[src/sv/feds_pkg.sv]
// Shared types, constants and helper functions for the field energy density
// stencil unit. No dependencies; the front end, queue, back end and top use it.

package feds_pkg;

   localparam int FIELD_COUNT = 3;
   localparam int WORD_W      = 32;
   localparam int CFG_W       = 31;
   localparam int OUT_W       = 40;
   localparam int QUEUE_DEPTH = 2;
   localparam int QPTR_W      = 1;
   localparam int QCNT_W      = 2;

   // configuration register indexes
   localparam logic [1:0] CSR_POT_MU     = 2'd0;
   localparam logic [1:0] CSR_POT_KAPPA  = 2'd1;
   localparam logic [1:0] CSR_MASS_SQ    = 2'd2;
   localparam logic [1:0] CSR_INV_TWO_DX = 2'd3;

   // register reset values
   localparam logic [31:0] RST_POT_MU     = 32'hEC00_0000;
   localparam logic [30:0] RST_POT_KAPPA  = 31'd335544320;
   localparam logic [30:0] RST_MASS_SQ    = 31'd16777216;
   localparam logic [30:0] RST_INV_TWO_DX = 31'd167730217;

   // per-term clamp and output limits
   localparam logic [63:0] TERM_LIM = 64'h0400_0000_0000_0000;
   localparam logic [63:0] ALL_ONES = 64'hFFFF_FFFF_FFFF_FFFF;
   localparam logic [63:0] HALF_LIM = 64'h8000_0000_0000_0000;
   localparam logic signed [63:0] OUT_MAX = 64'sd549755813887;
   localparam logic signed [63:0] OUT_MIN = -64'sd549755813888;

   typedef logic [WORD_W-1:0] word_type;

   typedef struct packed {
      logic [31:0] mu;
      logic [30:0] kappa;
      logic [30:0] mass;
      logic [30:0] inv;
   } cfg_type;

   // one unit of work for the back end
   typedef struct packed {
      word_type [FIELD_COUNT-1:0] prev;
      word_type [FIELD_COUNT-1:0] cen;
      word_type [FIELD_COUNT-1:0] next;
      word_type [FIELD_COUNT-1:0] spd;
      logic                       has_main;
      logic                       is_dens;
      logic                       has_final;
   } job_type;

   // magnitude of a signed word
   function automatic logic [31:0] mag32(input logic [31:0] v);
      mag32 = v[31] ? (32'd0 - v) : v;
   endfunction

   // magnitude of the difference of two signed words
   function automatic logic [32:0] mag_diff(input logic [31:0] a, input logic [31:0] b);
      logic [32:0] d;
      d = {a[31], a} - {b[31], b};
      mag_diff = d[32] ? (33'd0 - d) : d;
   endfunction

   // floor shift of a full product, limited to lim
   function automatic logic [63:0] shr_sat(input logic [127:0] p, input int unsigned sh,
                                           input logic [63:0] lim);
      logic [127:0] r;
      r = p >> sh;
      shr_sat = (r[127:64] != 64'd0 || r[63:0] > lim) ? lim : r[63:0];
   endfunction

endpackage

[src/sv/feds_queue.sv]
// Two-entry job queue between front and back end.
// Depends on feds_pkg.

module feds_queue (
   input  logic              clock,
   input  logic              reset,
   input  logic              push,
   input  feds_pkg::job_type push_job,
   output logic              full,
   input  logic              pop,
   output logic              head_valid,
   output feds_pkg::job_type head_job
);

   feds_pkg::job_type mem_ff [feds_pkg::QUEUE_DEPTH];
   logic [feds_pkg::QPTR_W-1:0] wr_ff, rd_ff;
   logic [feds_pkg::QCNT_W-1:0] cnt_ff;

   assign full       = (cnt_ff == feds_pkg::QCNT_W'(feds_pkg::QUEUE_DEPTH));
   assign head_valid = (cnt_ff != '0);
   assign head_job   = mem_ff[rd_ff];

   // pointers and fill count
   always_ff @(posedge clock) begin
      if (reset) begin
         wr_ff  <= '0;
         rd_ff  <= '0;
         cnt_ff <= '0;
      end else begin
         if (push) wr_ff <= wr_ff + 1'b1;
         if (pop)  rd_ff <= rd_ff + 1'b1;
         if (push && !pop)      cnt_ff <= cnt_ff + 1'b1;
         else if (pop && !push) cnt_ff <= cnt_ff - 1'b1;
      end
   end

   // storage
   always_ff @(posedge clock) begin
      if (push) mem_ff[wr_ff] <= push_job;
   end

endmodule

[config.mk]
export PLATFORM = sky130hd
export DESIGN_NAME = feds_queue
export DESIGN_NICKNAME = d
export VERILOG_FILES = /design/src/sv/feds_pkg.sv /design/src/sv/feds_queue.sv
export SDC_FILE = /design/constraint.sdc
export NUM_CORES = 1
export LEC_CHECK = 0
export BUFFER_PORTS_ARGS = -buffer_cell sky130_fd_sc_hd__buf_2
export CORE_AREA = 2 2 306 308
export DETAILED_ROUTE_END_ITERATION = 10
export DIE_AREA = 0 0 308 310
export HOLD_SLACK_MARGIN = 0.05
export PLACE_DENSITY = 0.59
export SLEW_MARGIN = 20
export SYNTH_ARGS = -nofsm -noshare
export SYNTH_HDL_FRONTEND = slang
export SYNTH_SLANG_ARGS = --single-unit
[constraint.sdc]
create_clock -name clock -period 45.5 [get_ports clock]
set_input_delay 9.1 -clock clock [delete_from_list [all_inputs] [get_ports clock]]
set_output_delay 9.1 -clock clock [all_outputs]
set_load 0.01 [all_outputs]
==> flow_summary_export.csv <==
group,metric,value,unit
outcome,outcome,"complete, no violations",
timing,fmax,76.0,MHz
drt,wl_per_cell,20.2,um
clock_network,cts_buffers,84,
synthesis,yosys_warnings,0,
worst_setup_path,r2r.worst_path.cells,4,
drt,vias_per_cell,4.37,
worst_setup_path,critPathBufInv,4,
grt,grt_overflow,0,
place,place.detailed.hpwl,47100,um
cells_and_area,nets,2454,
timing,setup_tns,0,ns
worst_hold_path,hold_end,"cnt_ff[1]",
place,routabilityCongestion,0.802,
timing,worst_pin_slew,1.25,ns
timing,relSlewSlack,16.8,%
place,placed_cell_area,34600,um^2
worst_setup_path,cp_top_family,"buffers and inverters",
worst_setup_path,cp_max_fo,118,
worst_setup_path,end_kind,"output port",
cells_and_area,utilization,40.5,%
floorplan,dieHeight,310,um
clock_network,hold_buffers,0,
drt,first_pass_iters,5,
synthesis,ys_ff_latch,779,
grt,grt_use_total,13.3,%
cells_and_area,fin_area,37500,um^2
drt,wl_met1,24300,um
drt,totalWireLength,67500,um
clock_network,clk_latency,0.64,ns
drt,met3WireLength,7350,um
timing,finalCriticalPeriod,13.16,ns
worst_setup_path,critPathMaxStageDelay,1.05,ns
floorplan,rows,112,
floorplan,coreArea,92500,um^2
timing,drv_slew,0,
drt,remaining_drc_errors,0,
synthesis,yosysTopAreaCell,"edfxtp_1",
timing,period_share,28.9,%
cells_and_area,multi_input_area,5710,um^2
timing,finClkSkew,0.0111,ns
worst_setup_path,r2r-end,"mem_ff[1][118]",
worst_setup_path,crit_slowest_cell,"dfxtp_4",
synthesis,syn_avg_cell_area,24.1,um^2
timing,rsz0062_at_grt,"no",
drt,vias,14600,
clock_network,cts_htree_levels,3,
worst_setup_path,crit_chain,"buf_12 -> buf_4 -> buf_16 -> mux2_4 -> buf_2",
worst_hold_path,hold_depth,2,
synthesis,yosysUniqueCellTypes,18,
synthesis,syn_inst,1226,
synthesis,seq_area_frac_synth,79.0,%
grt,grt_antenna_before_repair,40,
grt,grt_pass1_wl,94500,um
clock_network,post_cts_buffers,0,
drt,ant_nets,0,
cells_and_area,regArea,23300,um^2
floorplan,initial_core_util,31.9,%
grt,grt_max_degree,157,
place,numPortBuffers,779,
clock_network,clockBufferDepth,3,
power,leakagePower,14.6,nW
job,maxCapViolCount,0,
clock_network,post_cts_resized,0,
cells_and_area,layout-drive-gt1-share,61.2,%
clock_network,cts-root-buf,"clkbuf_16",
drt,drt-initial-drc-count,867,
timing,finalHoldViolations,0,
cells_and_area,fillers,8355,
worst_setup_path,worstSetupStartpointType,"flop",
floorplan,pin_count,780,
synthesis,synth_area_leaders,"edfxtp_1 (79%), mux2_4 (17%), mux2_2 (2.2%), buf_6 (0.99%), buf_8 (0.61%)",
worst_setup_path,r2r_start,"wr_ff",
power,ir_drop,0.0405,mV
worst_setup_path,crit_cells,5,
timing,setup_violations,0,
cells_and_area,synthToLayoutAreaGrowth,26.8,%
synthesis,synth_top_area_share,78.7,%
clock_network,clock-sinks,779,
clock_network,cts_tree,"done",
grt,grt_pass1_vias,15300,
worst_setup_path,critical_path_class,"reg2out",
synthesis,synth_area,29500,um^2
worst_setup_path,required,36.40,ns
worst_hold_path,hold_class,"reg2reg",
drt,top_layer_used,"met5",
worst_setup_path,reg2reg_slack,41.33,ns
floorplan,die_width,308,um
floorplan,dieArea,95500,um^2
worst_hold_path,hp-start,"cnt_ff[1]",
drt,route.met2.wl,33800,um
clock_network,cts.clk_slew.worst_paths,0.06,ns
synthesis,syn_nets,1618,
power,power_density,46.3,nW/um^2
worst_setup_path,cp.arrival,4.06,ns
## worst max-delay path by stage
stage | from | end | slack [ns]
floorplan | push | mem_ff[0][0] | 18.60
global placement | push | mem_ff[1][120] | 32.56
detailed placement | push | mem_ff[1][120] | 32.45
CTS | flop | head_job[254] | 32.23
global route | flop | head_job[327] | 32.09
finish | flop | head_job[353] | 32.34
## area by class of cell
class	count	area share, %
repair buffers	793	10.9
well taps	1197	4.00
clock inverters	51	1.43
diodes	13	0.0868
clock buffers	105	6.05
flip-flops and latches	779	62.3
inverters	1	0.0100
multi-input cells	403	15.2
## sequential cells by signal (all words and copies together) (netlist names), named ones only
register  cells
rd_ff         1
cnt_ff        2
mem_ff      774
wr_ff         1
## kinds of logic after synthesis
logic type	after synthesis	share of synthesized area (%)
buf+inv	44	1.70
compound gates	2	0.0338
fa+ha+maj	1	0.0423
flops	779	79.0
xor+xnor	4	0.119
simple gates	9	0.157
mux	387	18.9
## synthesized netlist by cell type
| master | n |
|---|---|
| mux2_2 | 57 |
| nor2b_1 | 2 |
| dfxtp_1 | 5 |
| xnor2_1 | 2 |
| buf_2 | 5 |
| and2_1 | 1 |
| or3_1 | 1 |
| edfxtp_1 | 774 |
| mux2_4 | 330 |
| a21oi_1 | 1 |
| xor2_1 | 2 |
| buf_6 | 26 |
| ha_1 | 1 |
| buf_8 | 12 |
| inv_1 | 1 |
| nor2_1 | 4 |
| or2_2 | 1 |
| o21ai_0 | 1 |
## worst reg2reg max path, stage by stage (launching register included)
cell and delay (ns):
dfxtp_1 0.41, and2_4 0.81, buf_4 0.83, buf_4 0.89
buf_4 0.79
## power breakdown
group,internal (W),switching (W)
registers,0.000839,0.0000123
clock network,0.000411,0.000273
logic,0.0000976,0.000102
## per-layer routing
metal,vias to the layer above,global-route usage [%]
met5,-,0
met4,40,4.97
met3,150,6.27
met2,634,23.0
met1,7147,14.2
li1,6619,-
## cells in the final DEF (no fill, tap or decap), types with 6 or more instances in the layout
cell type / count
buf_2: 779
edfxtp_1: 774
mux2_4: 330
clkbuf_16: 87
mux2_2: 57
clkinv_1: 19
clkbuf_1: 16
diode_2: 13
bufinv_16: 10
clkinv_2: 9
buf_4: 9
clkinvlp_4: 6
## through the flow
stage	hold WS [ns]	power, W	instances	worst slack, ns
finish	0.507	0.00174	3342	32.34
global route	0.539	0.00180	3336	32.09
CTS	0.510	0.00176	3329	32.23
detailed placement	0.494	0.00107	3173	32.45
global placement	0.472	0.00107	3172	32.56
floorplan	0.456	0.00101	1226	18.60
No activity file was read; power rests on OpenSTA's default activity.
