`config.mk`:
```
export PLATFORM = sky130hd
export DESIGN_NAME = feds_front
export DESIGN_NICKNAME = d
export VERILOG_FILES = /design/src/sv/feds_pkg.sv /design/src/sv/feds_front.sv
export SDC_FILE = /design/constraint.sdc
export NUM_CORES = 1
export LEC_CHECK = 0
export BUFFER_PORTS_ARGS = -buffer_cell sky130_fd_sc_hd__buf_2
export CAP_MARGIN = 0
export CORE_AREA = 2 2 229 231
export DETAILED_ROUTE_END_ITERATION = 12
export DIE_AREA = 0 0 231 233
export SLEW_MARGIN = 25
export SYNTH_ARGS = -nofsm -noshare
export SYNTH_HDL_FRONTEND = slang
export SYNTH_SLANG_ARGS = --single-unit
export TNS_END_PERCENT = 20
```
`constraint.sdc`:
```
create_clock -name clock -period 1.15 [get_ports clock]
set_clock_uncertainty 0.1 [all_clocks]
set_input_delay 0.115 -clock clock [delete_from_list [all_inputs] [get_ports clock]]
set_output_delay 0.115 -clock clock [all_outputs]
set_load 0.02 [all_outputs]
```
`src/sv/feds_pkg.sv`:
```
// Shared types, constants and helper functions for the field energy density
// stencil unit. No dependencies; the front end, queue, back end and top use it.

package feds_pkg;

   localparam int FIELD_COUNT = 3;
   localparam int WORD_W      = 32;
   localparam int CFG_W       = 31;
   localparam int OUT_W       = 40;
   localparam int QUEUE_DEPTH = 2;
   localparam int QPTR_W      = 1;
   localparam int QCNT_W      = 2;

   // configuration register indexes
   localparam logic [1:0] CSR_POT_MU     = 2'd0;
   localparam logic [1:0] CSR_POT_KAPPA  = 2'd1;
   localparam logic [1:0] CSR_MASS_SQ    = 2'd2;
   localparam logic [1:0] CSR_INV_TWO_DX = 2'd3;

   // register reset values
   localparam logic [31:0] RST_POT_MU     = 32'hEC00_0000;
   localparam logic [30:0] RST_POT_KAPPA  = 31'd335544320;
   localparam logic [30:0] RST_MASS_SQ    = 31'd16777216;
   localparam logic [30:0] RST_INV_TWO_DX = 31'd167730217;

   // per-term clamp and output limits
   localparam logic [63:0] TERM_LIM = 64'h0400_0000_0000_0000;
   localparam logic [63:0] ALL_ONES = 64'hFFFF_FFFF_FFFF_FFFF;
   localparam logic [63:0] HALF_LIM = 64'h8000_0000_0000_0000;
   localparam logic signed [63:0] OUT_MAX = 64'sd549755813887;
   localparam logic signed [63:0] OUT_MIN = -64'sd549755813888;

   typedef logic [WORD_W-1:0] word_type;

   typedef struct packed {
      logic [31:0] mu;
      logic [30:0] kappa;
      logic [30:0] mass;
      logic [30:0] inv;
   } cfg_type;

   // one unit of work for the back end
   typedef struct packed {
      word_type [FIELD_COUNT-1:0] prev;
      word_type [FIELD_COUNT-1:0] cen;
      word_type [FIELD_COUNT-1:0] next;
      word_type [FIELD_COUNT-1:0] spd;
      logic                       has_main;
      logic                       is_dens;
      logic                       has_final;
   } job_type;

   // magnitude of a signed word
   function automatic logic [31:0] mag32(input logic [31:0] v);
      mag32 = v[31] ? (32'd0 - v) : v;
   endfunction

   // magnitude of the difference of two signed words
   function automatic logic [32:0] mag_diff(input logic [31:0] a, input logic [31:0] b);
      logic [32:0] d;
      d = {a[31], a} - {b[31], b};
      mag_diff = d[32] ? (33'd0 - d) : d;
   endfunction

   // floor shift of a full product, limited to lim
   function automatic logic [63:0] shr_sat(input logic [127:0] p, input int unsigned sh,
                                           input logic [63:0] lim);
      logic [127:0] r;
      r = p >> sh;
      shr_sat = (r[127:64] != 64'd0 || r[63:0] > lim) ? lim : r[63:0];
   endfunction

endpackage

```
`src/sv/feds_front.sv`:
```
// Front end: accepts grid points, keeps the three-point window and classifies
// each point into a job for the back end. Depends on feds_pkg.

module feds_front (
   input  logic               clock,
   input  logic               reset,
   input  logic               req_tvalid,
   output logic               req_tready,
   input  logic [191:0]       req_tdata,
   input  logic               req_tlast,
   input  logic               q_full,
   output logic               q_push,
   output feds_pkg::job_type  q_job
);

   feds_pkg::word_type [feds_pkg::FIELD_COUNT-1:0] prev_ff, prev_in;
   feds_pkg::word_type [feds_pkg::FIELD_COUNT-1:0] cen_ff, cen_in;
   feds_pkg::word_type [feds_pkg::FIELD_COUNT-1:0] spd_ff, spd_in;
   feds_pkg::word_type [feds_pkg::FIELD_COUNT-1:0] cur_fld;
   feds_pkg::word_type [feds_pkg::FIELD_COUNT-1:0] cur_spd;
   logic [1:0] seen_ff, seen_in;
   logic       take;

   assign req_tready = !q_full;
   assign take       = req_tvalid && !q_full;

   // unpack: fields first, then speeds
   assign cur_fld = req_tdata[95:0];
   assign cur_spd = req_tdata[191:96];

   // classify and shift the window
   always_comb begin
      prev_in = prev_ff;
      cen_in  = cen_ff;
      spd_in  = spd_ff;
      seen_in = seen_ff;
      q_job.prev      = prev_ff;
      q_job.cen       = cen_ff;
      q_job.next      = cur_fld;
      q_job.spd       = spd_ff;
      q_job.has_main  = 1'b0;
      q_job.is_dens   = 1'b0;
      q_job.has_final = req_tlast;
      if (take) begin
         prev_in = cen_ff;
         cen_in  = cur_fld;
         spd_in  = cur_spd;
         unique case (seen_ff)
            2'd0: seen_in = 2'd1;
            2'd1: begin
               seen_in        = 2'd2;
               q_job.has_main = 1'b1;
            end
            default: begin
               q_job.has_main = 1'b1;
               q_job.is_dens  = 1'b1;
            end
         endcase
         if (req_tlast) begin
            prev_in = '0;
            cen_in  = '0;
            spd_in  = '0;
            seen_in = 2'd0;
         end
      end
      q_push = take && (q_job.has_main || q_job.has_final);
   end

   always_ff @(posedge clock) begin
      if (reset) begin
         prev_ff <= '0;
         cen_ff  <= '0;
         spd_ff  <= '0;
         seen_ff <= 2'd0;
      end else begin
         prev_ff <= prev_in;
         cen_ff  <= cen_in;
         spd_ff  <= spd_in;
         seen_ff <= seen_in;
      end
   end

endmodule

```
==> impl_metrics.json, run 1 <==
{
  "routed_via_density": 4.62,
  "regArea_mm2": 0.00620,
  "synth_area_leader_cell": "dfxtp_1",
  "ios": 586,
  "switchingPower_mw": 6.27,
  "relSlewSlack_pct": 72.4,
  "hp-class": "primary input to flip-flop",
  "cts_tree": "yes",
  "outcome": "finished, violations left",
  "syn_nets": 1591,
  "clk_latency_ns": 0.57,
  "portBuffers": 585,
  "p_sw_share_pct": 25.4,
  "wl_per_cell_um": 17.6,
  "final_nets": 2369,
  "synth.distinct_cells": 18,
  "crit_required_ns": 0.94,
  "synthArstFlopShare_pct": 0,
  "arrival_ns": 1.37,
  "vdd_drop_max_mv": 0.858,
  "synth_edf_count": 0,
  "die_h_um": 233,
  "worstPathMaxFanout": 4,
  "dieWidth_um": 231,
  "grt_pass1_vias": 13015,
  "fin_hold_ws_ns": -0.00901,
  "clkPwrFrac_pct": 41.3,
  "power_mw": 24.7,
  "multi_input_area_mm2": 0.00480,
  "cts_inserted_buffers": 31,
  "yosys.area.top_type_share_pct": 48.1,
  "netlist_area_mm2": 0.0121,
  "ff2ff_setup_slack_ns": 0,
  "fin_ws_ns": -0.435,
  "yosysSeqAreaShare_pct": 48.1,
  "p_int_mw": 18.4,
  "start_kind": "flip-flop",
  "violations": "negative hold slack, negative setup slack",
  "powerDensity_mw_per_mm2": 1140,
  "gp_congestion": 0.900,
  "finalHoldViolCount": 8,
  "wirelength_um": 50600,
  "detail-route-antenna-nets": 0,
  "p_seq_share_pct": 42.4,
  "cts_root_buffer": "clkbuf_16",
  "grt_pass1_wl_um": 73700,
  "synth_ff_type": "dfxtp_1",
  "setup_viol": 298,
  "dr_total_vias": 13277,
  "synth_common_cells": "a21oi_1, dfxtp_1, nand2_1",
  "core_area_mm2": 0.0511,
  "period_minus_slack_ns": 1.58,
  "ys_warn_count": 0,
  "grt_max_degree": 49,
  "die_area_mm2": 0.0538,
  "firstDrtPassIters": 5,
  "synth_cells": 1394,
  "cap_violations": 0,
  "rows": 83,
  "ys_ff_latch": 290,
  "final_core_util_pct": 42.3,
  "slew_viol_final": 0,
  "power_leakage_nw": 8.90,
  "worst-setup-path-type": "flip-flop to output port",
  "fin_tns_setup_ns": -27.86,
  "fin_area_mm2": 0.0216,
  "htreeDepth": 1,
  "worst_pin_slew_ns": 0.415,
  "drc": 0,
  "cts.sinks": 290,
  "pwr-share-comb_pct": 16.2,
  "period_share_pct": 138,
  "dp_hpwl_um": 31600,
  "grt_use_total_pct": 17.2,
  "drt_iter0_drc": 594,
  "rsz0062_at_grt": "true",
  "syn_avg_cell_area_um2": 8.65,
  "cts_buffer_depth": 3,
  "dpl_cell_area_mm2": 0.0154,
  "synthTopCellsByArea": "dfxtp_1, nand3b_1, a21oi_1",
  "nFillCells": 4660,
  "grt_overflow": 0,
  "area_delta_synth_final_pct": 79.2,
  "grt_antenna_before_repair": 6,
  "cp-end-kind": "output port",
  "start_util_pct": 23.6,
  "clk_pin_slew_worst_paths_ns": 0.06,
  "fmax_ghz": 0.631,
  "drive_gt1_share_pct": 50.2
}
## path summary, 6_finish.rpt
kind,endpoint,cells past startpoint,start
setup reg to reg,seen_ff[0],5,seen_ff[0]
hold / removal,q_job[30],5,req_tvalid
hold reg to reg,q_job[97],2,q_job[97]
setup / recovery,q_push,3,seen_ff[0]
## critical path, stage by stage, from the launching register on
cell and delay [ns]:
dfxtp_4 0.36, nor3_4 0.24, nor2_4 0.06, buf_6 0.13
## final cells by class
| class | instances | share of cell area [%] |
|---|---|---|
| Antenna cell | 3 | 0.0347 |
| Clock buffer | 48 | 4.25 |
| Clock inverter | 6 | 0.486 |
| Inverter | 1 | 0.0174 |
| Multi-Input combinational cell | 877 | 22.2 |
| Sequential cell | 290 | 28.7 |
| Tap cell | 680 | 3.94 |
| Timing Repair Buffer | 971 | 40.4 |
## power groups by stage
stage          registers [mW]  clock network [mW]  logic [mW]
4_1_cts                  10.5                10.4        3.75
3_5_place_dp             10.6                   0        2.85
6_report                 10.5                10.2        4.00
2_1_floorplan            10.9                   0        1.50
3_3_place_gp             10.6                   0        2.83
5_1_grt                  10.5                10.9        4.22
## placed cells by master, fill, tap and decap left out
cell type / count
buf_6: 322
a21oi_1: 289
nor2_4: 1
clkinv_2: 3
diode_2: 3
clkbuf_1: 9
bufinv_16: 3
buf_4: 155
nand2b_4: 1
nand2_2: 1
buf_8: 1
nor2_2: 2
dlygate4sd3_1: 194
clkbuf_8: 8
buf_12: 22
nand2_1: 288
and2_4: 1
nor2b_1: 1
dfxtp_2: 276
a211oi_1: 1
nand3b_1: 288
nor3_4: 1
dfxtp_4: 14
nor2b_4: 1
dlymetal6s4s_1: 20
a21oi_2: 1
clkbuf_16: 31
buf_2: 257
inv_1: 1
o21ai_0: 1
## timing repair
action | 4_1_cts | 5_1_grt
hold buffers | 207 | 9
endpoints found under the setup margin | 291 | 361
pin swaps | 3 | 6
buffers inserted | 46 | 28
resized for setup | 854 | 126
hold endpoints to repair | 225 | 9
## metal layers
metal	track usage [%]	vias to the layer above	share of wire, %
met2	31.3	616	50
met3	3.65	144	6.7
met4	7.48	2	4.4
met5	0	-	0.028
met1	19.3	6350	39
li1	-	6165	-
## cells by family after synthesis
| logic type | Yosys count | share of synthesized area (%) |
|---|---|---|
| AND/OR/NAND/NOR | 585 | 27.3 |
| buffers and inverters | 227 | 12.4 |
| AO/OA/AOI/OAI | 292 | 12.1 |
| flip-flops | 290 | 48.1 |
## flip-flops by register name (all words and copies together), names as in the netlist
signal	cells
q_job	288
seen_ff	2
## per-stage QoR
stage	std cells	setup slack [ns]	hold WS (ns)
2_1_floorplan	1394	0.00362	0.179
3_3_place_gp	2531	-0.236	0.284
3_5_place_dp	2531	-0.260	0.291
4_1_cts	2838	-0.476	0.00908
5_1_grt	2876	-0.487	-0.00112
6_report	2876	-0.435	-0.00901
No activity file was read; power rests on OpenSTA's default activity.
==> inputs of run 2 (changes only) <==
--- a/config.mk
+++ b/config.mk
@@ -5,11 +5,13 @@
 export SDC_FILE = /design/constraint.sdc
 export NUM_CORES = 1
 export LEC_CHECK = 0
+export ABC_AREA = 1
 export BUFFER_PORTS_ARGS = -buffer_cell sky130_fd_sc_hd__buf_2
 export CAP_MARGIN = 0
-export CORE_AREA = 2 2 229 231
+export CORE_AREA = 2 2 230 232
 export DETAILED_ROUTE_END_ITERATION = 12
-export DIE_AREA = 0 0 231 233
+export DIE_AREA = 0 0 232 234
+export HOLD_SLACK_MARGIN = 0.02
 export SLEW_MARGIN = 25
 export SYNTH_ARGS = -nofsm -noshare
 export SYNTH_HDL_FRONTEND = slang
==> constraint.sdc (replaced) <==
create_clock -name clock -period 1.6 [get_ports clock]
set_clock_uncertainty 0.1 [all_clocks]
set_input_delay 0.16 -clock clock [delete_from_list [all_inputs] [get_ports clock]]
set_output_delay 0.16 -clock clock [all_outputs]
set_load 0.02 [all_outputs]
==> impl_metrics.json, run 2 <==
{
  "synth.distinct_cells": 17,
  "place_inst": 2576,
  "dr_total_vias": 12037,
  "synth_fa_ha_area_share_pct": 0,
  "synthTopCellsByArea": "dfxtp_1, nand2_1, buf_4",
  "worstPathMaxFanout": 3,
  "wirelength_um": 40700,
  "grt_overflow": 0,
  "dp_hpwl_um": 27900,
  "die_area_mm2": 0.0543,
  "drive_gt1_share_pct": 32.5,
  "grt_max_degree": 134,
  "period_minus_slack_ns": 1.52,
  "grt_antenna_before_repair": 0,
  "yosys.area.top_type_share_pct": 50.9,
  "detail-route-antenna-nets": 0,
  "synth_edf_count": 0,
  "cts_inserted_buffers": 34,
  "power_mw": 18.4,
  "powerDensity_mw_per_mm2": 1050,
  "final_nets": 2315,
  "power_leakage_nw": 8.27,
  "fmax_ghz": 0.656,
  "worst-setup-path-type": "flip-flop to output port",
  "cts_buffer_depth": 3,
  "yosys-mux-area-fraction_pct": 0,
  "start_util_pct": 21.9,
  "synthArstFlopShare_pct": 0,
  "htreeDepth": 2,
  "regArea_mm2": 0.00581,
  "cts.sinks": 290,
  "p_seq_share_pct": 42.0,
  "netlist_area_mm2": 0.0114,
  "wl_per_cell_um": 14.4,
  "final_common_cell": "buf_2",
  "cap_violations": 0,
  "synth-simple-area-share_pct": 20.9,
  "drt_iter0_drc": 607,
  "synth_common_cells": "nand2_1, dfxtp_1, nor2_1",
  "largest_reg_flops": 288,
  "period_share_pct": 95.3,
  "cts_root_buffer": "clkbuf_16",
  "ys_ff_latch": 290,
  "setup_viol": 0,
  "grt_pass1_wl_um": 59900,
  "synth_xor_area_share_pct": 0,
  "arrival_ns": 1.26,
  "worst_pin_slew_ns": 0.655,
  "yosysMostFrequentCell": "nand2_1",
  "dieWidth_um": 232,
  "nFillCells": 5339,
  "synth_top_family_by_area": "simple AND/OR/NAND/NOR gates",
  "start_kind": "flip-flop",
  "clkPwrFrac_pct": 41.8,
  "rsz0062_at_grt": "true",
  "ys_warn_count": 0,
  "synth_compound_area_share_pct": 12.9,
  "synth_cells": 1457,
  "portBuffers": 585,
  "synth_ff_type": "dfxtp_1",
  "routed_via_density": 4.25,
  "grt_use_total_pct": 13.7,
  "cts_tree": "yes",
  "finalHoldViolCount": 0,
  "hp-class": "primary input to flip-flop",
  "cp-end-kind": "output port",
  "yosysSeqAreaShare_pct": 50.9,
  "multi_input_area_mm2": 0.00387,
  "clk_pin_slew_worst_paths_ns": 0.06,
  "final_cell_mix": "buf_2, nand2_1, dfxtp_1, dlygate4sd3_1, nor2_1",
  "switchingPower_mw": 4.95,
  "pwr-share-comb_pct": 16.2,
  "core_area_mm2": 0.0520,
  "gp_congestion": 0.883,
  "die_h_um": 234,
  "grt_pass1_vias": 11019,
  "synth_area_leader_cell": "dfxtp_1",
  "outcome": "finished clean",
  "fin_tns_setup_ns": 0,
  "p_int_mw": 13.4,
  "ios": 586,
  "syn_avg_cell_area_um2": 7.83,
  "area_delta_synth_final_pct": 53.3,
  "p_sw_share_pct": 26.9,
  "vdd_drop_max_mv": 0.664,
  "syn_nets": 1654,
  "clk_latency_ns": 0.51,
  "firstDrtPassIters": 5,
  "rows": 84,
  "crit_required_ns": 1.34,
  "drc": 0,
  "relSlewSlack_pct": 56.4,
  "final_cells": 2830,
  "slew_viol_final": 0
}
-- run 2: cell types whose count changed after synthesis, moves of 2 or more --
cell	change
o21ai_0	+155
buf_6	-20
buf_2	+13
nand3_1	+133
nand2_1	+3
clkbuf_8	+5
clkbuf_1	-46
buf_4	+26
inv_2	+2
nand3b_1	-288
nor2_1	+156
a21oi_1	-155
buf_1	+3
inv_1	+79
-- run 2: cell families (layout without fill, tap and decap cells) --
kind of cell,after synthesis,after routing
AOI/OAI and AO/OA,292,292
buffers and inverters,289,973
DFF,290,290
other,0,1
and+or+nand+nor,586,586
-- run 2: per-stage QoR --
stage | setup WS [ns] | hold WS (ns) | area [µm²] | utilization [%]
detailed placement | 0.138 | 0.332 | 14400 | 27.7
global route | -0.0187 | 0.0674 | 17500 | 33.6
floorplan | 0.319 | 0.220 | 11400 | -
finish | 0.0754 | 0.0753 | 17500 | 33.6
global placement | 0.167 | 0.320 | 14400 | 27.7
CTS | 0.000443 | 0.0462 | 17500 | 33.6
-- run 2: cell type report --
type	instances	area share (%)
inverters	82	1.77
clock buffers	58	6.32
repair buffers	832	31.6
clock inverters	1	0.0429
well taps	688	4.92
multi-input cells	878	22.1
flip-flops and latches	290	33.2
diodes	1	0.0143
-- run 2: final timing paths --
| path | start | end | slack [ns] | depth (start not counted) |
|---|---|---|---|---|
| max | seen_ff[0] | q_push | 0.08 | 3 |
| min reg2reg | q_job[34] | q_job[34] | 0.36 | 2 |
| max reg2reg | q_job[203] | q_job[203] | 0.25 | 5 |
| min | q_full | q_job[34] | 0.08 | 5 |
-- run 2: power groups by stage --
stage	clock, mW	sequential [mW]	combinational (mW)
6_report	7.68	7.73	2.97
2_1_floorplan	0	8.27	1.27
3_3_place_gp	0	7.87	2.57
4_1_cts	7.96	7.72	2.96
3_5_place_dp	0	7.88	2.59
5_1_grt	8.22	7.76	3.23
-- run 2: what timing repair did --
action                                 CTS  global route
endpoints found under the hold margin  193             0
buffers inserted                         0             0
resized for setup                        3             4
pin swaps                                0             1
hold buffers                           194             0
setup endpoints to repair                2             3
-- run 2: metal layers --
layer | GRT usage (%) | part of all wire (%) | vias up
met5 | 0 | 0 | -
met4 | 5.57 | 3.5 | 0
met1 | 16.6 | 40 | 5579
met2 | 23.7 | 50 | 465
met3 | 3.02 | 6.2 | 91
li1 | - | - | 5902
-- run 2: critical path: stages, from the launching register on --
cell	delay, ns
dfxtp_2	0.34
nor2_4	0.15
a21oi_1	0.08
buf_2	0.18
==> inputs of run 3 (changes only) <==
--- a/config.mk
+++ b/config.mk
@@ -8,10 +8,13 @@
 export ABC_AREA = 1
 export BUFFER_PORTS_ARGS = -buffer_cell sky130_fd_sc_hd__buf_2
 export CAP_MARGIN = 0
-export CORE_AREA = 2 2 230 232
+export CELL_PAD_IN_SITES_DETAIL_PLACEMENT = 0
+export CELL_PAD_IN_SITES_GLOBAL_PLACEMENT = 1
+export CORE_AREA = 2 2 226 228
 export DETAILED_ROUTE_END_ITERATION = 12
-export DIE_AREA = 0 0 232 234
+export DIE_AREA = 0 0 228 230
 export HOLD_SLACK_MARGIN = 0.02
+export PLACE_DENSITY_LB_ADDON = 0.1
 export SLEW_MARGIN = 25
 export SYNTH_ARGS = -nofsm -noshare
 export SYNTH_HDL_FRONTEND = slang
==> impl_metrics.json, run 3 (synthesis results as in run 2) <==
{
  "start_kind": "flip-flop",
  "hold_path_end": "q_job[319]",
  "start_util_pct": 22.9,
  "arrival_ns": 1.26,
  "routed_via_density": 4.16,
  "finalHoldViolCount": 0,
  "ff2ff_setup_slack_ns": 0.30,
  "core_area_mm2": 0.0499,
  "grt_use_total_pct": 16.6,
  "die_area_mm2": 0.0524,
  "detail-route-antenna-nets": 0,
  "cts_root_buffer": "clkbuf_16",
  "drt_iter0_drc": 478,
  "clk_latency_ns": 0.53,
  "cts_tree": "yes",
  "dieWidth_um": 228,
  "rsz0062_at_grt": "false",
  "worst_pin_slew_ns": 0.663,
  "crit_required_ns": 1.34,
  "final_cell_mix": "buf_2, nand2_1, dfxtp_1, dlygate4sd3_1, nor2_1",
  "fmax_ghz": 0.657,
  "fin_ws_ns": 0.0790,
  "firstDrtPassIters": 4,
  "vdd_drop_max_mv": 0.552,
  "final_nets": 2305,
  "dr_total_vias": 11659,
  "worstPathMaxFanout": 3,
  "setup_viol": 0,
  "outcome": "finished clean",
  "grt_max_degree": 134,
  "largest_reg_flops": 288,
  "powerDensity_mw_per_mm2": 1110,
  "portBuffers": 585,
  "pre_cts_ws_ns": 0.197,
  "period_share_pct": 95.1,
  "ios": 586,
  "grt_pass1_vias": 11466,
  "htreeDepth": 2,
  "relSlewSlack_pct": 55.8,
  "die_h_um": 230,
  "period_minus_slack_ns": 1.52,
  "min_path_cells": 5,
  "drive_gt1_share_pct": 32.1,
  "worst-setup-path-type": "flip-flop to output port",
  "cp-end-kind": "output port",
  "fin_hold_ws_ns": 0.0447,
  "grt_overflow": 0,
  "hp-class": "primary input to flip-flop",
  "antenna_cells": 0,
  "power_leakage_nw": 8.32,
  "gp_congestion": 0.774,
  "rows": 82,
  "r2r-start": "q_job[199]",
  "final_common_cell": "buf_2",
  "clk_pin_slew_worst_paths_ns": 0.06,
  "holdCritStartpoint": "q_full",
  "area_delta_synth_final_pct": 54.7,
  "cts.sinks": 290,
  "slew_viol_final": 0,
  "final_core_util_pct": 35.4,
  "cts_buffer_depth": 3,
  "drc": 0,
  "fin_tns_setup_ns": 0,
  "cap_violations": 0,
  "worst_r2r_path_depth": 5,
  "dp_hpwl_um": 31700,
  "grt_antenna_before_repair": 0,
  "cts_inserted_buffers": 37,
  "wl_per_cell_um": 16.3,
  "critPathLaunch": "seen_ff[1]",
  "nFillCells": 5293,
  "wirelength_um": 45600,
  "r2r_end": "q_job[199]",
  "grt_pass1_wl_um": 68600,
  "power_mw": 19.5
}
## run 3: worst max-delay path by stage
stage                             to  slack, ns  cells after the start
after floorplan               q_push       0.32                      5
after global placement     q_job[53]       0.19                      7
after detailed placement  q_job[323]       0.20                      8
after CTS                     q_push      0.005                      3
after global routing          q_push      0.001                      3
final                         q_push       0.08                      3
## run 3: through the flow
stage,area [µm²],std cells
floorplan,11400,1457
global placement,14400,2543
detailed placement,14400,2543
CTS,17600,2805
global route,17600,2805
finish,17600,2805
## run 3: critical path, cell delays in order (launching register included)
cell	delay (ns)
dfxtp_2	0.34
nor2_4	0.15
a21oi_1	0.08
buf_4	0.17
## run 3: final cells by class
cell class,count,area (µm²),share of cell area (%)
Inverter,82,310,1.76
Clock buffer,55,1090,6.20
Tap cell,672,841,4.76
Multi-Input combinational cell,878,3870,21.9
Sequential cell,290,5810,32.9
Clock inverter,9,173,0.979
Timing Repair Buffer,819,5550,31.4
## run 3: repair_timing
| item | 4_1_cts | 5_1_grt |
|---|---|---|
| resized for setup | 3 | 2 |
| endpoints found under the setup margin | 2 | 2 |
| endpoints found under the hold margin | 196 | 0 |
| hold buffers | 198 | 0 |
| buffers inserted | 0 | 0 |
## run 3: report_power, final
group | switching, mW | internal, mW | total, mW
registers | 0.167 | 7.56 | 7.72
clock network | 3.25 | 5.51 | 8.76
logic | 1.80 | 1.21 | 3.02
## run 3: per-layer routing
layer	GRT usage, %	part of all wire, %	vias to the layer above
met5	0	0	-
met4	7.23	3.8	0
met3	4.35	6.4	81
met2	27.9	47	357
met1	20.1	43	5342
li1	-	-	5879
